<file path="src/hw/rtl/mobc_pkg.sv">
// ----------------------------------------------------------------------------
// mobc_pkg - multicart outer bank controller package
// Variant codes, bank window types and the per-variant reset table.
// ----------------------------------------------------------------------------
package mobc_pkg;

	localparam int unsigned OffsW = 22;

	localparam logic [2:0] VAR_M37  = 3'd0;
	localparam logic [2:0] VAR_M44  = 3'd1;
	localparam logic [2:0] VAR_M45  = 3'd2;
	localparam logic [2:0] VAR_M47  = 3'd3;
	localparam logic [2:0] VAR_M49  = 3'd4;
	localparam logic [2:0] VAR_M52  = 3'd5;
	localparam logic [2:0] VAR_M205 = 3'd6;
	localparam logic [2:0] VAR_NONE = 3'd7;

	localparam logic [15:0] ADDR_M44_SEL = 16'hA001;

	localparam logic [OffsW-1:0] MASK_64K  = 22'h00FFFF;
	localparam logic [OffsW-1:0] MASK_128K = 22'h01FFFF;
	localparam logic [OffsW-1:0] MASK_256K = 22'h03FFFF;
	localparam logic [OffsW-1:0] BASE_128K = 22'h020000;
	localparam logic [OffsW-1:0] BASE_M45  = 22'h060000;

	localparam logic [2:0] CFG_IDX_VARIANT = 3'd0;

	typedef struct packed {
		logic [OffsW-1:0] prg_base;
		logic [OffsW-1:0] prg_mask;
		logic [OffsW-1:0] chr_base;
		logic [OffsW-1:0] chr_mask;
	} banks_t;

	typedef struct packed {
		banks_t           banks;
		logic             forward_to_core;
		logic             direct_rom;
		logic [OffsW-1:0] rom_offset;
		logic [7:0]       read_data;
	} result_t;

	function automatic banks_t mk_banks(logic [OffsW-1:0] pb, logic [OffsW-1:0] pm,
	                                    logic [OffsW-1:0] cb, logic [OffsW-1:0] cm);
		banks_t b;
		b.prg_base = pb;
		b.prg_mask = pm;
		b.chr_base = cb;
		b.chr_mask = cm;
		return b;
	endfunction

	function automatic banks_t init_banks(logic [2:0] v);
		banks_t b;
		case (v)
			VAR_M37:                    b = mk_banks('0, MASK_64K, '0, MASK_128K);
			VAR_M44, VAR_M47, VAR_M49:  b = mk_banks('0, MASK_128K, '0, MASK_128K);
			VAR_M45:                    b = mk_banks(BASE_M45, MASK_128K, '0, MASK_128K);
			VAR_M52, VAR_M205:          b = mk_banks('0, MASK_256K, '0, MASK_256K);
			default:                    b = mk_banks('0, MASK_64K, '0, MASK_128K);
		endcase
		return b;
	endfunction

endpackage

</file>
<file path="src/hw/rtl/multicart_outer_bank_controller_top.sv">
// ----------------------------------------------------------------------------
// multicart_outer_bank_controller_top - outer bank logic for multicart boards
// Tracks the outer PRG/CHR windows of seven board variants beside a bank core
// and tells, per bus access, whether the core takes it or ROM answers direct.
// ----------------------------------------------------------------------------
//  channel  | handshake                 | payload
//  ---------+---------------------------+------------------------------------
//  input    | in_valid / in_ready       | opcode, address, data
//  result   | out_valid / out_ready     | prg/chr base+mask, forward_to_core,
//           |                           | direct_rom, rom_offset, read_data
//  config   | psel/penable/pwrite/pready| paddr, pwdata, prdata (variant)
//
//  One access per cycle while in_ready is high: each is decoded and the board
//  state updated as it transfers; its result lands in the output register.
//  in_ready drops only while a result is held and out_ready is low.
//  Reset (arst_n low) loads the m37 defaults and empties the output register.
//  A variant write (not VAR_NONE) loads that variant's banks, clears the rest.
// ----------------------------------------------------------------------------
module multicart_outer_bank_controller_top
	import mobc_pkg::*;
(
	input  logic             clk,
	input  logic             arst_n,
	// configuration
	input  logic             psel,
	input  logic             penable,
	input  logic             pwrite,
	input  logic [2:0]       paddr,
	input  logic [31:0]      pwdata,
	output logic [31:0]      prdata,
	output logic             pready,
	// access channel
	input  logic             in_valid,
	output logic             in_ready,
	input  logic             opcode,
	input  logic [15:0]      address,
	input  logic [7:0]       data,
	// result channel
	output logic             out_valid,
	input  logic             out_ready,
	output logic [OffsW-1:0] prg_base,
	output logic [OffsW-1:0] prg_mask,
	output logic [OffsW-1:0] chr_base,
	output logic [OffsW-1:0] chr_mask,
	output logic             forward_to_core,
	output logic             direct_rom,
	output logic [OffsW-1:0] rom_offset,
	output logic [7:0]       read_data
);

	logic [2:0] variant_q;
	banks_t     banks_q;
	logic       lock_q;
	logic [1:0] cycle_q;
	logic       mode_q;
	logic [1:0] sel_q;

	banks_t     banks_d;
	logic       lock_d;
	logic [1:0] cycle_d;
	logic       mode_d;
	logic [1:0] sel_d;

	result_t    res_d;
	result_t    res_q;
	logic       out_valid_q;

	logic       in_xfer;
	logic       cfg_wr;
	logic       win;
	logic       hi;
	logic       fwd_wr;
	logic [2:0] v3;
	logic [1:0] v2;
	logic [2:0] c3;
	logic [8:0] chr_span;
	logic [6:0] prg_span;

	assign pready   = 1'b1;
	assign cfg_wr   = psel && penable && pwrite && pready && (paddr == CFG_IDX_VARIANT)
	                  && (pwdata[2:0] != VAR_NONE);
	assign prdata   = (paddr == CFG_IDX_VARIANT) ? {29'd0, variant_q} : 32'd0;

	assign in_ready = !out_valid_q || out_ready;
	assign in_xfer  = in_valid && in_ready;

	assign win = (address[15:13] == 3'b011);
	assign hi  = address[15];
	assign v3  = data[2:0];
	assign v2  = data[1:0];
	assign c3  = {data[5], data[2], data[4]};

	assign chr_span = 9'(8'hFF >> (~data[3:0])) + 9'd1;
	assign prg_span = {1'b0, ~data[5:0]} + 7'd1;

	// next board state and result for the access on the input
	always_comb begin
		banks_d = banks_q;
		lock_d  = lock_q;
		cycle_d = cycle_q;
		mode_d  = mode_q;
		sel_d   = sel_q;
		fwd_wr  = hi;

		if (!opcode) begin
			case (variant_q)
				VAR_M37: begin
					if (win) begin
						fwd_wr = 1'b0;
						if (v3 < 3'd3)
							banks_d = mk_banks('0, MASK_64K, '0, MASK_128K);
						else if (v3 == 3'd3)
							banks_d = mk_banks(22'h010000, MASK_64K, '0, MASK_128K);
						else if (v3 != 3'd7)
							banks_d = mk_banks(BASE_128K, MASK_128K, BASE_128K, MASK_128K);
						else
							banks_d = mk_banks(22'h030000, MASK_64K, BASE_128K, MASK_128K);
					end
				end
				VAR_M44: begin
					fwd_wr = (address != ADDR_M44_SEL);
					if (address == ADDR_M44_SEL) begin
						if (v3 >= 3'd6)
							banks_d = mk_banks(22'h0C0000, MASK_256K, 22'h0C0000, MASK_256K);
						else
							banks_d = mk_banks({2'd0, v3, 17'd0}, MASK_128K,
							                   {2'd0, v3, 17'd0}, MASK_128K);
					end
				end
				VAR_M45: begin
					if (win) begin
						fwd_wr = lock_q;
						if (!lock_q) begin
							case (cycle_q)
								2'd0: banks_d.chr_base = {banks_q.chr_base[21:18], data, 10'd0};
								2'd1: banks_d.prg_base = {1'b0, data, 13'd0};
								2'd2: begin
									banks_d.chr_mask = {3'd0, chr_span, 10'd0} - 22'd1;
									banks_d.chr_base = {data[7:4], banks_q.chr_base[17:0]};
								end
								default: begin
									lock_d           = data[6];
									banks_d.prg_mask = {2'd0, prg_span, 13'd0} - 22'd1;
								end
							endcase
							cycle_d = cycle_q + 2'd1;
						end
					end
				end
				VAR_M47: begin
					if (win) begin
						fwd_wr = 1'b0;
						// even nonzero byte: hold the bases
						if (data == 8'd0) begin
							banks_d.prg_base = '0;
							banks_d.chr_base = '0;
						end else if (data[0]) begin
							banks_d.prg_base = BASE_128K;
							banks_d.chr_base = BASE_128K;
						end
					end
				end
				VAR_M49: begin
					if (win) begin
						fwd_wr = 1'b0;
						if (!lock_q) begin
							banks_d = mk_banks({3'd0, data[7:6], 17'd0}, MASK_128K,
							                   {3'd0, data[7:6], 17'd0}, MASK_128K);
							mode_d  = data[0];
							sel_d   = data[5:4];
						end
					end else if (address[15:13] == 3'b101 && address[0]) begin
						lock_d = !data[7];
					end
				end
				VAR_M52: begin
					if (win) begin
						fwd_wr = lock_q;
						if (!lock_q) begin
							if (data[3])
								{banks_d.prg_mask, banks_d.prg_base} =
									{MASK_128K, 2'd0, v3, 17'd0};
							else
								{banks_d.prg_mask, banks_d.prg_base} =
									{MASK_256K, 2'd0, v3[2:1], 18'd0};
							if (data[6])
								{banks_d.chr_mask, banks_d.chr_base} =
									{MASK_128K, 2'd0, c3, 17'd0};
							else
								{banks_d.chr_mask, banks_d.chr_base} =
									{MASK_256K, 2'd0, c3[2:1], 18'd0};
							lock_d = data[7];
						end
					end
				end
				default: begin
					if (win) begin
						fwd_wr = 1'b0;
						if (!v2[1])
							banks_d = mk_banks({3'd0, v2, 17'd0}, MASK_256K,
							                   {3'd0, v2, 17'd0}, MASK_256K);
						else
							banks_d = mk_banks({3'd0, v2, 17'd0}, MASK_128K,
							                   {3'd0, v2, 17'd0}, MASK_128K);
					end
				end
			endcase
		end

		res_d.banks      = banks_d;
		res_d.direct_rom = 1'b0;
		res_d.rom_offset = '0;
		res_d.read_data  = '0;
		if (!opcode) begin
			res_d.forward_to_core = fwd_wr;
		end else begin
			res_d.read_data = hi ? 8'd0 : data;
			if (variant_q == VAR_M49) begin
				res_d.forward_to_core = hi && mode_q;
				if (hi && !mode_q) begin
					res_d.direct_rom = 1'b1;
					res_d.rom_offset = {7'd0, address[14:0]} | {5'd0, sel_q, 15'd0}
					                   | banks_q.prg_base;
				end
			end else begin
				res_d.forward_to_core = 1'b1;
			end
		end
	end

	always_ff @(posedge clk or negedge arst_n) begin
		if (!arst_n) begin
			variant_q <= VAR_M37;
			banks_q   <= init_banks(VAR_M37);
			lock_q    <= 1'b0;
			cycle_q   <= 2'd0;
			mode_q    <= 1'b0;
			sel_q     <= 2'd0;
		end else if (cfg_wr) begin
			variant_q <= pwdata[2:0];
			banks_q   <= init_banks(pwdata[2:0]);
			lock_q    <= 1'b0;
			cycle_q   <= 2'd0;
			mode_q    <= 1'b0;
			sel_q     <= 2'd0;
		end else if (in_xfer) begin
			banks_q <= banks_d;
			lock_q  <= lock_d;
			cycle_q <= cycle_d;
			mode_q  <= mode_d;
			sel_q   <= sel_d;
		end
	end

	always_ff @(posedge clk or negedge arst_n) begin
		if (!arst_n) begin
			out_valid_q <= 1'b0;
		end else if (in_ready) begin
			out_valid_q <= in_valid;
		end
	end

	// hold the result until its transfer
	always_ff @(posedge clk) begin
		if (in_xfer) begin
			res_q <= res_d;
		end
	end

	assign out_valid       = out_valid_q;
	assign prg_base        = res_q.banks.prg_base;
	assign prg_mask        = res_q.banks.prg_mask;
	assign chr_base        = res_q.banks.chr_base;
	assign chr_mask        = res_q.banks.chr_mask;
	assign forward_to_core = res_q.forward_to_core;
	assign direct_rom      = res_q.direct_rom;
	assign rom_offset      = res_q.rom_offset;
	assign read_data       = res_q.read_data;

endmodule
</file>
<file path="config.mk">
export PLATFORM = sky130hd
export DESIGN_NAME = multicart_outer_bank_controller_top
export DESIGN_NICKNAME = d
export VERILOG_FILES = /design/src/hw/rtl/mobc_pkg.sv /design/src/hw/rtl/multicart_outer_bank_controller_top.sv
export SDC_FILE = /design/constraint.sdc
export NUM_CORES = 1
export LEC_CHECK = 0
export BUFFER_PORTS_ARGS = -buffer_cell sky130_fd_sc_hd__buf_2
export CAP_MARGIN = 25
export CORE_MARGIN = 1.5
export CORE_UTILIZATION = 55
export CTS_CLUSTER_DIAMETER = 80
export DETAILED_ROUTE_END_ITERATION = 6
export GPL_ROUTABILITY_DRIVEN = 0
export PLACE_DENSITY = 0.9
export SLEW_MARGIN = 30
export SYNTH_ARGS = -nofsm -noshare
export SYNTH_HDL_FRONTEND = slang
export SYNTH_SLANG_ARGS = --single-unit
</file>
<file path="constraint.sdc">
create_clock -name clk -period 5.65 [get_ports clk]
set_clock_uncertainty 0.15 [all_clocks]
set_input_delay 0.565 -clock clk [delete_from_list [all_inputs] [get_ports clk]]
set_output_delay 0.565 -clock clk [all_outputs]
set_load 0.02 [all_outputs]
</file>
==> results of run 1 <==
## sequential cells by signal, indices dropped and copies added, names as in the netlist
register and cells:
cycle_q 2, prg_base 22, read_data 8, banks_q 88, lock_q 1, out_valid 1, sel_q 2, variant_q 3
forward_to_core 1, direct_rom 1, chr_base 22, prg_mask 22, rom_offset 22, chr_mask 22, mode_q 1
## critical path, cell delays in order
cell and delay, ns:
buf_2 0.35, clkinv_1 0.37, ha_1 0.39, ha_1 0.22
nand2b_1 0.17, inv_1 0.10, ha_1 0.21, xor2_1 0.10
o32ai_1 0.35, o211ai_1 0.24, or4_1 0.43, and3_1 0.20
nand3_2 0.08, a21o_1 0.11
## per-layer routing
layer  vias up  track usage, %  share of wire (%)
li1       3590               -                  -
met1      3760           34.56                 39
met2       536           40.02                 46
met3       141           5.162                 10
met4         0           11.25                4.5
met5         -               0                  0
## path summary, 6_finish.rpt
check / startpoint / to / slack [ns] / cells after the start
worst max register to register: lock_q$_DFFE_PN0P_ / banks_q[14]$_DFFE_PN1P_ / 2.06 / 8
worst min-delay path: arst_n / out_valid$_DFFE_PN0N_ / 0.01 / 1
max in group asynchronous: arst_n / banks_q[15]$_DFFE_PN1P_ / 4.32 / 2
min in group clk: in_valid / out_valid$_DFFE_PN0N_ / 0.12 / 2
worst max-delay path: data[1] / banks_q[17]$_DFFE_PN0P_ / 2.03 / 14
worst min register to register: banks_q[30]$_DFFE_PN0P_ / banks_q[30]$_DFFE_PN0P_ / 0.33 / 1
## cells by family (layout without fill, tap and decap cells)
family,count (synthesis),in the layout,share of synthesized area (%)
AO/OA/AOI/OAI,214,214,13.84
XOR/XNOR,15,15,1.266
adder cells (fa/ha/maj),10,10,1.206
buffers and inverters,106,229,5.148
flip-flops,218,218,58.75
multiplexers,5,5,0.4823
other,2,31,0.07237
AND/OR/NAND/NOR,365,365,19.23
## placed cells by master, fill, tap and decap left out, drive strengths merged, types with 6 or more instances in the layout
master,instances
a21o,6
a21oi,53
a22o,15
a22oi,11
a31oi,6
and2,70
and3,12
buf,171
clkbuf,30
clkinv,9
conb,30
dfrtp,65
dfstp,33
edfxtp,120
ha,10
inv,17
nand2,81
nand2b,26
nand3,25
nand4,7
nor2,57
nor2b,6
nor3,12
nor4,11
o211ai,7
o21a,23
o21ai,37
o22ai,11
o31ai,8
or2,10
or3,29
xnor2,9
xor2,6
## power breakdown
group	total (mW)	switching, mW	leakage [nW]	internal [mW]
sequential	1.95	0.0994	2.33	1.85
combinational	0.746	0.493	2.21	0.253
clock	1.42	0.600	0.350	0.823
## cell type report
type	count	area share, %
multi-input cells	639	32.55
flip-flops and latches	218	51.02
diodes	1	0.02094
repair buffers	171	7.402
inverters	18	0.6073
clock buffers	30	5.204
well taps	234	2.450
clock inverters	10	0.7434
## metrics by stage
step	utilization (%)	area, µm²	hold slack [ns]	setup WS [ns]
after global placement	60.42	11230	0.3108	1.787
after CTS	64.30	11950	0.03687	2.140
after floorplan	-	10480	0.1194	0.01351
after detailed placement	60.48	11240	0.3168	1.680
final	64.32	11950	0.009692	2.034
after global routing	64.32	11950	0.07152	1.855
==> out/metrics.cfg, run 1 <==
[synthesis]
ys_seq_area_share_pct=58.75
synth_area_um2=10380
synth_seq_cells=218
synth_flop_cell=edfxtp_1
synth.distinct_cells=81
synth_area_per_cell_um2=11.10
synth_top_area_cell=edfxtp_1
post-synth-top-area-fraction_pct=34.72
ys_warn_count=0
synth_common_cells=edfxtp_1, nand2_1, and2_1
synth_edf_count=120
ys_async_sr_fraction_pct=44.95
yosysMostFrequentCell=edfxtp_1
synthCells=935
synthTopCellsByArea=edfxtp_1, dfrtp_1, dfstp_2

[routing]
final_antenna_net_count=0
viasPerCell=6.076
drt-initial-drc-count=908
avgRoutedWirePerCell_um=19.18
dr_total_vias=8027
routed_wl_um=25340
drt-pass1-iter-count=7
route.detailed.drc=2

[run_status]
status=finished, violations left
violations=DRC

[floorplan]
core_um2=18580
die_w_um=140.4
ios=222
fp.dieArea_um2=19700
num_rows=50
die_y_um=140.4
start_util_pct=55.85

[pwr]
total_power_mw=4.124
p_leak_nw=4.891
peakVddDrop_mv=0.1904
p_per_area_nw_per_um2=345.1

[timing]
slew_viol_final=0
worst_pin_slew_ns=0.8987
layout_min_cycle_time_ns=3.616
relSlewSlack_pct=40.09
hold_viol=0
setup_viol=0
rsz0062_at_grt=no
period_share_pct=63.99
fmax_mhz=276.6
setup_tns_ns=0

[critical_path]
cp_max_fo=18
criticalPathCategory=input port to register
end_kind=register
cp.required_ns=5.94
cp-start-kind=input port
arrival_ns=3.91

[clocking]
clk_latency_ns=0.50
cts_tree=done
postCtsSetupBuffers=0
cts_num_sinks=218
ctsHoldBuffers=0
cts_resized=0
root_buffer=clkbuf_16
cts_buffers=22
cts_buffer_depth=3
htreeDepth=1
path_clk_slew_ns=0.06

[grt]
grt_pass1_wl_um=39990
grt_pass1_vias=7643
grt_usage_pct=25.47
grt_max_degree=107
antenna_found_initial=1
gr-total-overflow=0

[finish]
area_growth_pct=15.16
fillers=1411
layout.cells.non_filler=1321
drive_above_1_share_pct=24.59
nNetsFinal=1147
regArea_um2=6097
multi_input_area_um2=3890

[flow_run]
cap_violations=0

[place]
dp_hpwl_um=16750
portBuffers=162
placed_cells=1280

[min_path]
hp-class=input port to async pin

(Power assumes the default switching activity.)
==> run 2: changes to the inputs <==
ABC_AREA = 1   (was unset)
clock period = 3.73 ns   (was 5.65 ns; I/O delays follow)
==> out/metrics.cfg, run 2 <==
[critical_path]
crit_chain=buf_2 > inv_1 > ha_1 > ha_1 > nor2_1 > ha_1 > nor2_1 > nand3_1 > nor2_1 > nand3_1 > o21bai_1 > nand3_1 > nand2_1 > nand2_1 > nand2_1 > nand2_1 > nand2_1
path_buf_inv=2
criticalPathCategory=input port to register
arrival_ns=3.20
end_kind=register
cp.required_ns=4.04
cp_max_fo=10
max_stage_delay_ns=0.30
cpMostUsedCell=nand2_1
cp-start-kind=input port
path_delay_family=simple AND/OR/NAND/NOR gates
slowest_stage=nor2_1

[clocking]
path_clk_slew_ns=0.06
cts_buffers=23
clk_latency_ns=0.52
root_buffer=clkbuf_16
cts_buffer_depth=3
postCtsSetupBuffers=0
htreeDepth=1
cts_num_sinks=218
cts_tree=done

[pwr]
total_power_mw=6.782
p_per_area_nw_per_um2=541.3
p_leak_nw=5.871
peakVddDrop_mv=0.2856

[floorplan]
die_w_um=142.8
fp.dieArea_um2=20400
die_y_um=142.8
ios=222
num_rows=50
core_um2=18960
start_util_pct=56.72

[synthesis]
ys_async_sr_fraction_pct=44.95
synth_edf_count=120
synthTopCellsByArea=edfxtp_1, dfrtp_1, nand2_1
synth.distinct_cells=56
synthCells=1187
synth_seq_cells=218
synth_common_cells=nand2_1, inv_1, nor2_1
synth_area_per_cell_um2=9.058
synth_top_area_cell=edfxtp_1
ys_seq_area_share_pct=56.71
synth_area_um2=10750
yosysMostFrequentCell=nand2_1
post-synth-top-area-fraction_pct=33.52
synth_flop_cell=edfxtp_1
ys_warn_count=0

[routing]
drt-initial-drc-count=904
route.detailed.drc=0
drt-pass1-iter-count=6
dr_total_vias=8942
final_antenna_net_count=0
routed_wl_um=26750
viasPerCell=5.493
avgRoutedWirePerCell_um=16.43

[grt]
grt_max_degree=124
grt_pass1_wl_um=42550
antenna_found_initial=0
grt_usage_pct=26.44
grt_pass1_vias=8665
gr-total-overflow=0

[timing]
setup_tns_ns=0
timing.final.ws_setup_ns=0.8340
period_share_pct=77.64
hold_viol=0
fmax_mhz=345.3
rsz0062_at_grt=no
relSlewSlack_pct=46.12
slew_viol_final=0
setup_viol=0
worst_pin_slew_ns=0.8074
layout_min_cycle_time_ns=2.896

[finish]
largest-register=banks_q
final_cell_mix=nand2_1, buf_2, inv_1, nor2_1, edfxtp_1
largest_reg_flops=88
drive_above_1_share_pct=23.03
area_growth_pct=16.54
nNetsFinal=1428
layout.cells.non_filler=1628
final_common_cell=nand2_1
diodes=0
fin_util_pct=66.10

[place]
portBuffers=162
dp_slack_ns=0.4314
placed_cells=1582
dp_hpwl_um=18740

[min_path]
hp-class=input port to register

[run_status]
status=completed

[flow_run]
cap_violations=0

[run 2: cell count changes in the layout (fill, tap and decap cells not counted), sizes merged, moves of 22 or more]
cell | previous run | this run
nand2 | 81 | 268
inv | 17 | 179
nor2 | 57 | 151
nand3 | 25 | 106
and2 | 70 | 3
or3 | 29 | 1
nand2b | 26 | 0
o21ai | 37 | 63
o21a | 23 | 1
[run 2: cells by family after synthesis]
kind of cell / Yosys count / share of synthesized area, %
XOR/XNOR: 5 / 0.4073
other: 2 / 0.06985
flip-flops: 218 / 56.71
buffers and inverters: 246 / 10.17
adder cells (fa/ha/maj): 10 / 1.164
AND/OR/NAND/NOR: 565 / 23.78
AO/OA/AOI/OAI: 141 / 7.704
[run 2: area by class of cell]
class	instances	area, µm²
inverters	181	686.9
multi-input cells	751	3671
clock buffers	33	653.1
repair buffers	176	958.4
fillers	1505	6426
flip-flops and latches	218	6097
clock inverters	9	137.6
well taps	260	325.3
[run 2: what timing repair did]
item	CTS	global route
hold buffers	3	0
hold endpoints to repair	32	0
resized for setup	0	0
[run 2: final timing paths]
check	endpoint	slack (ns)	startpoint	cells after the start
max	banks_q[18]$_DFFE_PN0P_	0.83	data[1]	17
min	variant_q[2]$_DFFE_PN0P_	0.04	pwdata[2]	3
max in group asynchronous	mode_q$_DFFE_PN0P_	2.45	arst_n	4
min in group asynchronous	banks_q[61]$_DFFE_PN0P_	0.15	arst_n	2
max reg2reg	banks_q[2]$_DFFE_PN1P_	0.89	variant_q[1]$_DFFE_PN0P_	11
min reg2reg	banks_q[38]$_DFFE_PN0P_	0.33	banks_q[38]$_DFFE_PN0P_	2
[run 2: tightest hold or removal path, stage by stage]
cell     delay, ns
buf_2         0.12
nand2_1       0.07
o21ai_0       0.10
[run 2: through the flow]
stage | hold slack (ns) | instance area [µm²]
after floorplan | -0.07259 | 10860
after global placement | 0.3121 | 11680
after detailed placement | 0.3153 | 11680
after CTS | 0.01916 | 12500
after global routing | 0.01042 | 12530
final | 0.04222 | 12530
[run 2: where the power goes]
part	total [mW]	switching [mW]	internal, mW
clock	2.36	0.925	1.43
sequential	2.98	0.146	2.84
combinational	1.44	1.02	0.421
[run 2: routing by layer]
metal,part of all wire [%],global-route usage [%]
met1,38,33.27
met4,5.0,13.35
met2,47,43.89
met3,9.9,4.930
met5,0,0
==> run 3: changes to the inputs <==
clock period = 3 ns   (was 3.73 ns; I/O delays follow)
==> out/metrics.cfg, run 3 (synthesis gave the netlist of run 2 again) <==
[floorplan]
num_rows=50
ios=222
start_util_pct=56.72
core_um2=18960
die_y_um=142.8
die_w_um=142.8
fp.dieArea_um2=20400

[place]
dp_hpwl_um=19300
placed_cells=1596
portBuffers=162

[finish]
area_growth_pct=19.40
nNetsFinal=1453
final_cell_mix=nand2_1, buf_2, inv_1, nor2_1, edfxtp_1
diodes=0
largest_reg_flops=88
layout.cells.non_filler=1653
largest-register=banks_q
final_common_cell=nand2_1
drive_above_1_share_pct=25.27
fin_util_pct=67.72

[timing]
worst_pin_slew_ns=0.8501
setup_viol=0
setup_tns_ns=0
slew_viol_final=0
hold_viol=0
period_share_pct=89.09
fmax_mhz=374.1
layout_min_cycle_time_ns=2.673
relSlewSlack_pct=43.33
rsz0062_at_grt=no

[critical_path]
cp_max_fo=12
slowest_stage=dfrtp_1
cp-start-kind=register
criticalPathCategory=register to register
max_stage_delay_ns=0.43
cp.required_ns=3.27
end_kind=register
path_buf_inv=4
path_delay_family=simple AND/OR/NAND/NOR gates
crit_chain=inv_2 > nand2_2 > nor2_4 > nor2_1 > nand2_4 > inv_2 > a21oi_4 > nand4_4 > inv_2 > nand2_2 > nand3_1 > inv_1
worst-path-stages=12
arrival_ns=2.94
cpMostUsedCell=inv_2
reg2regPathDepth=12

[clocking]
root_buffer=clkbuf_16
cts_tree=done
cts_buffers=23
cts_num_sinks=218
postCtsSetupBuffers=0
path_clk_slew_ns=0.06
htreeDepth=1
cts_buffer_depth=3
clk_latency_ns=0.53

[routing]
route.detailed.drc=7
routed_wl_um=28060
drt-initial-drc-count=1125
drt-pass1-iter-count=7
avgRoutedWirePerCell_um=16.97
final_antenna_net_count=0
dr_total_vias=9158
viasPerCell=5.540

[pwr]
p_per_area_nw_per_um2=659.8
p_leak_nw=5.992
peakVddDrop_mv=0.5339

[flow_run]
cap_violations=0

[grt]
grt_pass1_vias=8703
antenna_found_initial=0
grt_pass1_wl_um=44130
grt_usage_pct=27.80
gr-total-overflow=0
grt_max_degree=124

[min_path]
hp-class=input port to register
whs_path_depth=3

[run_status]
status=finished, violations left
violations=DRC

run 3: metal layers:
layer / global-route usage, % / vias up / routed length (µm)
li1: - / 4175 / -
met1: 34.77 / 4241 / 10140
met2: 46.76 / 602 / 13620
met3: 5.399 / 138 / 2897
met4: 12.97 / 2 / 1372
met5: 0 / - / 25
run 3: worst paths after layout:
| kind | end | startpoint | slack (ns) |
|---|---|---|---|
| max in group asynchronous | banks_q[9]$_DFFE_PN1P_ | arst_n | 1.91 |
| min | rom_offset[8]$_SDFFCE_PN0P_ | address[8] | 0.02 |
| min reg2reg | banks_q[35]$_DFFE_PN0P_ | banks_q[35]$_DFFE_PN0P_ | 0.33 |
| max reg2reg | banks_q[22]$_DFFE_PN0P_ | variant_q[1]$_DFFE_PN0P_ | 0.33 |
| min in group asynchronous | banks_q[27]$_DFFE_PN0P_ | arst_n | 0.07 |
| max | banks_q[22]$_DFFE_PN0P_ | variant_q[1]$_DFFE_PN0P_ | 0.33 |
run 3: timing repair:
item | in CTS | in global routing
gates resized for setup | 0 | 0
endpoints found under the hold margin | 94 | 0
hold buffers | 15 | 0
run 3: power by group:
group          switching, mW  internal [mW]
Combinational           1.30          0.559
Clock                   1.20           1.69
Sequential             0.189           3.53
Total                   2.69           5.78
run 3: worst min-delay path, delay by kind of cell:
kind | cells | cell delay, ns
and+or+nand+nor | 2 | 0.17
buffers and inverters | 1 | 0.10
run 3: area by class of cell:
| type | instances | area [µm²] |
|---|---|---|
| clock buffer | 29 | 638.1 |
| clock inverter | 13 | 136.4 |
| fill | 1369 | 6118 |
| inverter | 181 | 686.9 |
| multi-input combinational | 751 | 3784 |
| sequential | 218 | 6098 |
| tap | 260 | 325.3 |
| timing repair buffer | 201 | 1169 |
run 3: metrics by stage:
stage	hold WS (ns)	area [µm²]	total power, mW	worst slack (ns)
2_1_floorplan	-0.1456	10980	5.027	-0.3663
3_3_place_gp	0.07876	11910	5.487	0.3400
3_5_place_dp	0.08642	11910	5.543	0.3150
4_1_cts	0.001459	12840	8.439	0.3649
5_1_grt	0.01100	12840	8.809	0.1256
6_report	0.02160	12840	8.470	0.3272
